==> config.mk <==
export PLATFORM = sky130hd
export DESIGN_NAME = keyspace_candidate_generator
export DESIGN_NICKNAME = d
export VERILOG_FILES = /design/src/rtl/kcg_pkg.sv /design/src/rtl/keyspace_candidate_generator.sv /design/src/rtl/kcg_amem.sv /design/src/rtl/kcg_odometer.sv /design/src/rtl/kcg_skid.sv
export SDC_FILE = /design/constraint.sdc
export NUM_CORES = 2
export LEC_CHECK = 0
export BUFFER_PORTS_ARGS = -buffer_cell sky130_fd_sc_hd__buf_2
export CORE_MARGIN = 5
export CORE_UTILIZATION = 50
export CTS_CLUSTER_DIAMETER = 100
export CTS_CLUSTER_SIZE = 10
export DETAILED_ROUTE_END_ITERATION = 7
export MAX_ROUTING_LAYER = met4
export PLACE_DENSITY = 0.64
export SYNTH_ARGS = -nofsm -noshare
export SYNTH_HDL_FRONTEND = slang
export SYNTH_HIERARCHICAL = 1
export SYNTH_SLANG_ARGS = --single-unit
==> constraint.sdc <==
create_clock -name clk -period 24.4 [get_ports clk]
set_input_delay 6.1 -clock clk [delete_from_list [all_inputs] [get_ports clk]]
set_output_delay 6.1 -clock clk [all_outputs]
set_load 0.01 [all_outputs]
==> src/rtl/kcg_pkg.sv <==
package kcg_pkg;

  typedef enum logic [1:0] {
    FUNC_LOAD    = 2'd0,
    FUNC_ADVANCE = 2'd1,
    FUNC_CLEAR   = 2'd2,
    FUNC_NOP     = 2'd3
  } func_t;

  typedef enum logic [2:0] {
    CFG_ALPHA_LEN    = 3'd0,
    CFG_MIN_LEN      = 3'd1,
    CFG_MAX_LEN      = 3'd2,
    CFG_WORKER_COUNT = 3'd3,
    CFG_WORKER_ID    = 3'd4
  } cfg_idx_t;

  typedef struct packed {
    logic [8:0] alphabet_len;
    logic [3:0] min_len;
    logic [3:0] max_len;
    logic [7:0] worker_count;
    logic [7:0] worker_id;
  } cfg_t;

  typedef struct packed {
    logic [63:0] candidate;
    logic [3:0]  cand_length;
    logic        owned;
    logic        exhausted;
  } res_t;

endpackage

==> src/rtl/keyspace_candidate_generator.sv <==
// brute-force candidate generator over a loadable alphabet
//
// s_* channel takes one request per cycle while s_tready is high: s_tuser selects load, advance,
// clear or no-op; a load writes one alphabet slot, an advance steps the
// position odometer and yields the next candidate, a clear empties it.
// every request gives exactly one result on the m_* channel: the shown
// candidate, its length, the owned flag and the exhausted flag.
// cfg_* writes the five control registers by index; write only when idle.
// throughput is one request per cycle while s_tready is high; the result is
// registered in the output buffer before m_tvalid. the rate rests on a
// combinational carry chain over the position row and on a read-ahead of
// the alphabet ram, which fetches the next character of the stepped position.
// reset empties all positions, restarts the rotation at one, clears the
// exhausted flag and loads register defaults; the alphabet is undefined
// until loaded and gets no clearing pass.
// when m_tready is low a two-entry output buffer keeps one more result and
// s_tready drops only when both entries are full.
module keyspace_candidate_generator #(
  parameter int MAX_POSITIONS  = 8,
  parameter int ALPHABET_DEPTH = 256
) (
  input  logic        clk,
  input  logic        rst,
  input  logic        s_tvalid,
  output logic        s_tready,
  input  logic [15:0] s_tdata,   // alpha_index[7:0], alpha_char[15:8]
  input  logic [1:0]  s_tuser,   // func[1:0]
  output logic        m_tvalid,
  input  logic        m_tready,
  output logic [71:0] m_tdata,   // candidate[63:0], cand_length[67:64], zero pad
  output logic [1:0]  m_tuser,   // owned[0], exhausted[1]
  input  logic        cfg_valid,
  output logic        cfg_ready,
  input  logic [2:0]  cfg_index,
  input  logic [8:0]  cfg_data
);
  import kcg_pkg::*;

  localparam int AW = $clog2(ALPHABET_DEPTH);

  cfg_t          cfg;
  res_t          res;
  res_t          out_res;
  logic          accept;
  logic          wr_en;
  logic          rd_en;
  logic [AW-1:0] rd_addr;
  logic [7:0]    rd_data;

  assign cfg_ready = 1'b1;
  assign accept    = s_tvalid && s_tready;

  always_ff @(posedge clk) begin
    if (rst) begin
      cfg.alphabet_len <= 9'd1;
      cfg.min_len      <= 4'd1;
      cfg.max_len      <= 4'd8;
      cfg.worker_count <= 8'd1;
      cfg.worker_id    <= 8'd1;
    end else if (cfg_valid && cfg_ready) begin
      case (cfg_index)
        CFG_ALPHA_LEN:    cfg.alphabet_len <= cfg_data;
        CFG_MIN_LEN:      cfg.min_len      <= cfg_data[3:0];
        CFG_MAX_LEN:      cfg.max_len      <= cfg_data[3:0];
        CFG_WORKER_COUNT: cfg.worker_count <= cfg_data[7:0];
        CFG_WORKER_ID:    cfg.worker_id    <= cfg_data[7:0];
        default: ;
      endcase
    end
  end

  assign wr_en = accept && (func_t'(s_tuser) == FUNC_LOAD) &&
                 (9'(s_tdata[7:0]) < 9'(ALPHABET_DEPTH));

  kcg_amem #(
    .ALPHABET_DEPTH(ALPHABET_DEPTH)
  ) u_amem (
    .clk    (clk),
    .wr_en  (wr_en),
    .wr_addr(s_tdata[AW-1:0]),
    .wr_data(s_tdata[15:8]),
    .rd_en  (rd_en),
    .rd_addr(rd_addr),
    .rd_data(rd_data)
  );

  kcg_odometer #(
    .MAX_POSITIONS (MAX_POSITIONS),
    .ALPHABET_DEPTH(ALPHABET_DEPTH)
  ) u_odometer (
    .clk        (clk),
    .rst        (rst),
    .accept     (accept),
    .func       (func_t'(s_tuser)),
    .alpha_index(s_tdata[7:0]),
    .alpha_char (s_tdata[15:8]),
    .cfg        (cfg),
    .rd_en      (rd_en),
    .rd_addr    (rd_addr),
    .rd_data    (rd_data),
    .res        (res)
  );

  kcg_skid u_skid (
    .clk      (clk),
    .rst      (rst),
    .in_valid (accept),
    .in_res   (res),
    .in_ready (s_tready),
    .out_valid(m_tvalid),
    .out_res  (out_res),
    .out_ready(m_tready)
  );

  assign m_tdata = {4'b0000, out_res.cand_length, out_res.candidate};
  assign m_tuser = {out_res.exhausted, out_res.owned};

endmodule

==> src/rtl/kcg_amem.sv <==
module kcg_amem #(
  parameter int ALPHABET_DEPTH = 256
) (
  input  logic                              clk,
  input  logic                              wr_en,
  input  logic [$clog2(ALPHABET_DEPTH)-1:0] wr_addr,
  input  logic [7:0]                        wr_data,
  input  logic                              rd_en,
  input  logic [$clog2(ALPHABET_DEPTH)-1:0] rd_addr,
  output logic [7:0]                        rd_data
);

  logic [7:0] mem [ALPHABET_DEPTH];

  always_ff @(posedge clk) begin
    if (wr_en) begin
      mem[wr_addr] <= wr_data;
    end
  end

  always_ff @(posedge clk) begin
    if (rd_en) begin
      rd_data <= mem[rd_addr];
    end
  end

endmodule

==> src/rtl/kcg_odometer.sv <==
module kcg_odometer #(
  parameter int MAX_POSITIONS  = 8,
  parameter int ALPHABET_DEPTH = 256
) (
  input  logic                              clk,
  input  logic                              rst,
  input  logic                              accept,
  input  kcg_pkg::func_t                    func,
  input  logic [7:0]                        alpha_index,
  input  logic [7:0]                        alpha_char,
  input  kcg_pkg::cfg_t                     cfg,
  output logic                              rd_en,
  output logic [$clog2(ALPHABET_DEPTH)-1:0] rd_addr,
  input  logic [7:0]                        rd_data,
  output kcg_pkg::res_t                     res
);
  import kcg_pkg::*;

  localparam int AW = $clog2(ALPHABET_DEPTH);
  localparam int DW = $clog2(ALPHABET_DEPTH + 1);
  localparam int PW = (MAX_POSITIONS > 1) ? $clog2(MAX_POSITIONS) : 1;

  // digit 0 is empty, digit k shows alphabet entry k-1
  logic [DW-1:0] digit      [MAX_POSITIONS];
  logic [DW-1:0] digit_next [MAX_POSITIONS];
  // chr holds the shown character, nxt the character of the following digit
  logic [7:0]    chr        [MAX_POSITIONS];
  logic [7:0]    chr_next   [MAX_POSITIONS];
  logic [7:0]    nxt        [MAX_POSITIONS];
  logic [7:0]    nxt_next   [MAX_POSITIONS];
  logic [7:0]    nxt_eff    [MAX_POSITIONS];
  logic [7:0]    first_char;
  logic [7:0]    second_char;
  logic          pend_valid;
  logic          pend_valid_next;
  logic [PW-1:0] pend_pos;
  logic [PW-1:0] pend_pos_next;
  logic [7:0]    rot;
  logic [7:0]    rot_next;
  logic          done;
  logic          done_next;

  logic [3:0]    n_used;
  logic [8:0]    a_used;
  logic          load_ok;
  logic          is_adv;
  logic          is_clr;
  logic          found;
  logic [PW-1:0] p;
  logic [3:0]    len;
  logic [63:0]   cand;

  always_comb begin
    if (cfg.max_len == 4'd0) begin
      n_used = 4'd1;
    end else if (cfg.max_len > 4'(MAX_POSITIONS)) begin
      n_used = 4'(MAX_POSITIONS);
    end else begin
      n_used = cfg.max_len;
    end
    if (cfg.alphabet_len == 9'd0) begin
      a_used = 9'd1;
    end else if (cfg.alphabet_len > 9'(ALPHABET_DEPTH)) begin
      a_used = 9'(ALPHABET_DEPTH);
    end else begin
      a_used = cfg.alphabet_len;
    end
  end

  assign load_ok = accept && (func == FUNC_LOAD) && (9'(alpha_index) < 9'(ALPHABET_DEPTH));
  assign is_adv  = accept && (func == FUNC_ADVANCE) && !done;
  assign is_clr  = accept && (func == FUNC_CLEAR);

  // the ram read issued last cycle stands in for its position's next character
  always_comb begin
    for (int i = 0; i < MAX_POSITIONS; i++) begin
      nxt_eff[i] = nxt[i];
      if (pend_valid && (PW'(i) == pend_pos)) begin
        nxt_eff[i] = rd_data;
      end
    end
  end

  // rightmost used position that does not wrap takes the increment
  always_comb begin
    found = 1'b0;
    p     = '0;
    for (int i = 0; i < MAX_POSITIONS; i++) begin
      if (!found && (4'(i) < n_used) &&
          !((digit[i] != '0) && (9'(digit[i]) >= a_used))) begin
        found = 1'b1;
        p     = PW'(i);
      end
    end
  end

  always_comb begin
    rd_en         = 1'b0;
    rd_addr       = '0;
    pend_pos_next = pend_pos;
    for (int i = 0; i < MAX_POSITIONS; i++) begin
      digit_next[i] = digit[i];
      chr_next[i]   = chr[i];
      nxt_next[i]   = nxt_eff[i];
      if (load_ok && (digit[i] != '0)) begin
        if (9'(digit[i]) == (9'(alpha_index) + 9'd1)) begin
          chr_next[i] = alpha_char;
        end
        if (9'(digit[i]) == 9'(alpha_index)) begin
          nxt_next[i] = alpha_char;
        end
      end
      if (is_clr) begin
        digit_next[i] = '0;
      end
      if (is_adv && (4'(i) < n_used)) begin
        if (!found || (PW'(i) < p) || (digit[i] == '0 && PW'(i) == p)) begin
          digit_next[i] = DW'(1);
          chr_next[i]   = first_char;
          nxt_next[i]   = second_char;
        end else if (PW'(i) == p) begin
          digit_next[i] = digit[i] + DW'(1);
          chr_next[i]   = nxt_eff[i];
          rd_en         = 1'b1;
          rd_addr       = digit_next[i][AW-1:0];
          pend_pos_next = PW'(i);
        end
      end
    end
    pend_valid_next = rd_en;
  end

  always_comb begin
    done_next = done;
    rot_next  = rot;
    if (is_clr) begin
      done_next = 1'b0;
      rot_next  = 8'd1;
    end else if (is_adv) begin
      if (!found) begin
        done_next = 1'b1;
      end else if (rot < cfg.worker_count) begin
        rot_next = 8'(rot + 8'd1);
      end else begin
        rot_next = 8'd1;
      end
    end
  end

  always_comb begin
    len  = 4'd0;
    cand = '0;
    for (int i = 0; i < MAX_POSITIONS; i++) begin
      if ((4'(i) < n_used) && (digit_next[i] != '0)) begin
        len          = len + 4'd1;
        cand[8*i +: 8] = chr_next[i];
      end
    end
  end

  always_comb begin
    res.candidate   = cand;
    res.cand_length = len;
    res.owned       = is_adv && found && (rot == cfg.worker_id) && (len >= cfg.min_len);
    res.exhausted   = done_next;
  end

  always_ff @(posedge clk) begin
    if (rst) begin
      for (int i = 0; i < MAX_POSITIONS; i++) begin
        digit[i] <= '0;
      end
      pend_valid <= 1'b0;
      rot        <= 8'd1;
      done       <= 1'b0;
    end else begin
      for (int i = 0; i < MAX_POSITIONS; i++) begin
        digit[i] <= digit_next[i];
      end
      pend_valid <= pend_valid_next;
      rot        <= rot_next;
      done       <= done_next;
    end
  end

  always_ff @(posedge clk) begin
    for (int i = 0; i < MAX_POSITIONS; i++) begin
      chr[i] <= chr_next[i];
      nxt[i] <= nxt_next[i];
    end
    pend_pos <= pend_pos_next;
    if (load_ok && (alpha_index == 8'd0)) begin
      first_char <= alpha_char;
    end
    if (load_ok && (alpha_index == 8'd1)) begin
      second_char <= alpha_char;
    end
  end

  // a pending read always belongs to a position that was just stepped
  assert property (@(posedge clk) disable iff (rst) pend_valid |-> (digit[pend_pos] != '0))
    else $error("pending alphabet read for an empty position");

  assert property (@(posedge clk) disable iff (rst) is_clr |=> (rot == 8'd1) && !done)
    else $error("clear did not restart rotation and enumeration");

  assert property (@(posedge clk) disable iff (rst) (done && !is_clr) |=> done)
    else $error("exhausted flag dropped without clear");

  assert property (@(posedge clk) disable iff (rst) rot != 8'd0)
    else $error("rotation counter reached zero");

endmodule

==> src/rtl/kcg_skid.sv <==
module kcg_skid (
  input  logic          clk,
  input  logic          rst,
  input  logic          in_valid,
  input  kcg_pkg::res_t in_res,
  output logic          in_ready,
  output logic          out_valid,
  output kcg_pkg::res_t out_res,
  input  logic          out_ready
);
  import kcg_pkg::*;

  logic skid_valid;
  logic skid_valid_next;
  logic out_valid_next;
  logic load_out;
  res_t skid_res;

  assign in_ready = !skid_valid;
  assign load_out = !out_valid || out_ready;

  always_comb begin
    out_valid_next  = load_out ? (skid_valid || in_valid) : 1'b1;
    skid_valid_next = skid_valid ? !load_out : (in_valid && !load_out);
  end

  always_ff @(posedge clk) begin
    if (rst) begin
      out_valid  <= 1'b0;
      skid_valid <= 1'b0;
    end else begin
      out_valid  <= out_valid_next;
      skid_valid <= skid_valid_next;
    end
  end

  always_ff @(posedge clk) begin
    if (load_out) begin
      out_res <= skid_valid ? skid_res : in_res;
    end
    if (!skid_valid && in_valid && !load_out) begin
      skid_res <= in_res;
    end
  end

  assert property (@(posedge clk) disable iff (rst) skid_valid |-> out_valid)
    else $error("skid entry held while output register is empty");

  assert property (@(posedge clk) disable iff (rst)
    (out_valid && !out_ready && in_valid) |=> (out_valid && skid_valid))
    else $error("request lost while output stalled");

  assert property (@(posedge clk) disable iff (rst)
    (skid_valid && out_ready) |=> (out_valid && !skid_valid))
    else $error("skid entry not moved to output");

endmodule

==> results.sh <==
export IMPL_status="completed"
export IMPL_routed_via_count=60800
export IMPL_ir_drop_mv=0.0788
export IMPL_synth_seq_cells=2460
export IMPL_drt_initial_drc_count=7393
export IMPL_finalSetupTns_ns=0
export IMPL_critPathLaunchType="input port"
export IMPL_fin_crit_sh_pct=56.3
export IMPL_synth_most_common_cell="edfxtp_1"
export IMPL_max_stage_delay_ns=0.85
export IMPL_post_cts_setup_buffers=0
export IMPL_netlist_top_cells_count="2212 x edfxtp_1, 544 x nor2_1, 454 x mux4_2"
export IMPL_cts_resized_gates=0
export IMPL_yosysTopAreaCell="edfxtp_1"
export IMPL_cts_sinks=2460
export IMPL_cts_buffer_depth=4
export IMPL_core_um2=209000
export IMPL_wl_per_cell_um=31.0
export IMPL_setup_viol=0
export IMPL_fin_skew_ns=0.0640
export IMPL_viasPerCell=6.44
export IMPL_hold_viol=0
export IMPL_drive_gt1_share_pct=17.8
export IMPL_cts_tree="built"
export IMPL_drv_cap=0
export IMPL_start_util_pct=50.2
export IMPL_syn_area_um2=105000
export IMPL_post_synth_cell_area_avg_um2=16.2
export IMPL_final_nets=6713
export IMPL_cp_required_ns=25.04
export IMPL_fin_crit_ns=13.73
export IMPL_end_kind="register"
export IMPL_die_width_um=468
export IMPL_critical_path_class="input port to register"
export IMPL_hold_worst_slack_ns=0.477
export IMPL_antenna_found_initial=7
export IMPL_postSynthCellCount=6486
export IMPL_portBuffers=106
export IMPL_crit_path_max_fanout=15
export IMPL_die_y_um=468
export IMPL_grt_max_degree=215
export IMPL_worst_pin_slew_ns=1.33
export IMPL_synth_seq_area_share_pct=68.0
export IMPL_arrival_ns=14.38
export IMPL_wirelength_mm=292
export IMPL_grt_total_usage_pct=27.2
export IMPL_slew_headroom_pct=10.8
export IMPL_timing_final_max_slew_violations=0
export IMPL_hpwl_mm=184
export IMPL_final_antenna_net_count=0
export IMPL_cp_common_cell="ha_1"
export IMPL_synth_edff_count=2212
export IMPL_cts_htree_levels=5
export IMPL_rows=168
export IMPL_cts_hold_buf=0
export IMPL_synth_top_cell_area_share_pct=63.3
export IMPL_p_per_area_nw_per_um2=74.9
export IMPL_grt_pass1_vias=60000
export IMPL_clock_latency_ns=0.92
export IMPL_ys_warn_count=6
export IMPL_synthTopCellsByArea="edfxtp_1 63%, mux4_2 9.7%, dfxtp_1 4.7%"
export IMPL_cts_inserted_buffers=297
export IMPL_grt_overflow_total=0
export IMPL_max_freq_mhz=72.8
export IMPL_p_leak_uw=0.0368
export IMPL_ioPinCount=112
export IMPL_rsz0062_at_grt="false"
export IMPL_grt_pass1_wl_mm=423
export IMPL_firstDrtPassIters=6
export IMPL_async_flop_share_pct=0
export IMPL_dieArea_um2=219000
export IMPL_syn2layout_area_growth_pct=10.3
export IMPL_yosys_cell_types_count=104
export IMPL_critPathSlowestCell="nor2_1"
export IMPL_clkSlewWorstSetupHoldPaths_ns=0.06
export IMPL_hp_class="register to register"
export IMPL_synth_ff_type="edfxtp_1"
export IMPL_drc=0
export IMPL_cts_root_buffer="clkbuf_16"
export IMPL_place_gp_congestion=0.937
cell usage in the layout, fill, tap and decap left out, drive strengths merged, types with 97 or more instances in the layout:
cell type	n
nand3	107
mux2	112
nor2b	97
mux2i	274
ha	110
clkbuf	346
a22oi	162
nand2	213
nor2	544
edfxtp	2212
xnor2	138
buf	238
a21oi	272
mux4	456
o21ai	153
dfxtp	248
critical path: cells and delay by family:
| family | cells | cell delay [ns] |
|---|---|---|
| AOI/OAI and AO/OA | 9 | 1.98 |
| adders and majority gates | 7 | 2.15 |
| buffers and inverters | 5 | 0.35 |
| muxes | 3 | 0.85 |
| and+or+nand+nor | 9 | 2.78 |
| xor gates and xnor gates | 1 | 0.15 |
per-stage QoR:
| stage | setup slack (ns) | cells | utilization [%] | instance area [µm²] | power (µW) |
|---|---|---|---|---|---|
| after CTS | 10.73 | 9429 | 55.3 | 116000 | 8740 |
| final | 10.67 | 9432 | 55.3 | 116000 | 8670 |
| after floorplan | 10.73 | 6489 | - | 105000 | 4860 |
| after global routing | 10.12 | 9430 | 55.3 | 116000 | 8940 |
| after detailed placement | 9.78 | 9074 | 51.6 | 108000 | 4990 |
| after global placement | 9.70 | 9074 | 51.6 | 108000 | 4980 |
routing by layer:
| layer | GRT usage, % | routed length, µm |
|---|---|---|
| met1 | 36.8 | 116000 |
| met2 | 41.3 | 136000 |
| met3 | 5.00 | 26200 |
| met4 | 10.8 | 13400 |
| met5 | - | 0 |
path summary, 6_finish.rpt:
check | from | slack, ns | cells after the start | to
max | s_tvalid | 10.67 | 34 | u_skid/out_res[1]
min | cfg[12] | 0.48 | 2 | cfg[12]
max reg2reg | cfg[32] | 13.48 | 37 | u_skid/out_res[1]
min reg2reg | cfg[12] | 0.48 | 2 | cfg[12]
flip-flops by register name, indices dropped and copies added, names as in the netlist, 3 cells and up:
name                    cells
cfg                        33
u_odometer/pend_pos         3
u_odometer/chr             64
u_amem/mem               2048
u_odometer/nxt             64
u_odometer/rot              8
u_odometer/first_char       8
u_odometer/second_char      8
u_odometer/digit           72
u_amem/rd_data              8
u_skid/out_res             70
u_skid/skid_res            70
cell families after synthesis:
family / count (synthesis) / synth area share, %
DFF: 2460 / 68.0
muxes: 842 / 13.8
buffers and inverters: 544 / 2.68
xor gates and xnor gates: 210 / 1.79
other: 2 / 0.00715
adders and majority gates: 110 / 1.31
and+or+nand+nor: 1344 / 6.20
AOI/OAI and AO/OA: 974 / 6.19
where the power goes:
group	total (µW)	switching, µW	internal, µW
Combinational	277	190	87.0
Sequential	4630	12.0	4620
Clock	3770	1570	2200
Total	8670	1770	6900
area by class of cell:
| cell class | instances | area (µm²) |
|---|---|---|
| timing repair buffer | 238 | 1690 |
| clock buffer | 346 | 7720 |
| antenna | 3 | 7.51 |
| clock inverter | 9 | 96.3 |
| multi-input combinational | 3485 | 31000 |
| sequential | 2460 | 71400 |
| fill | 16200 | 93600 |
| inverter | 86 | 323 |
| tap | 2805 | 3510 |
(Power assumes the default switching activity.)
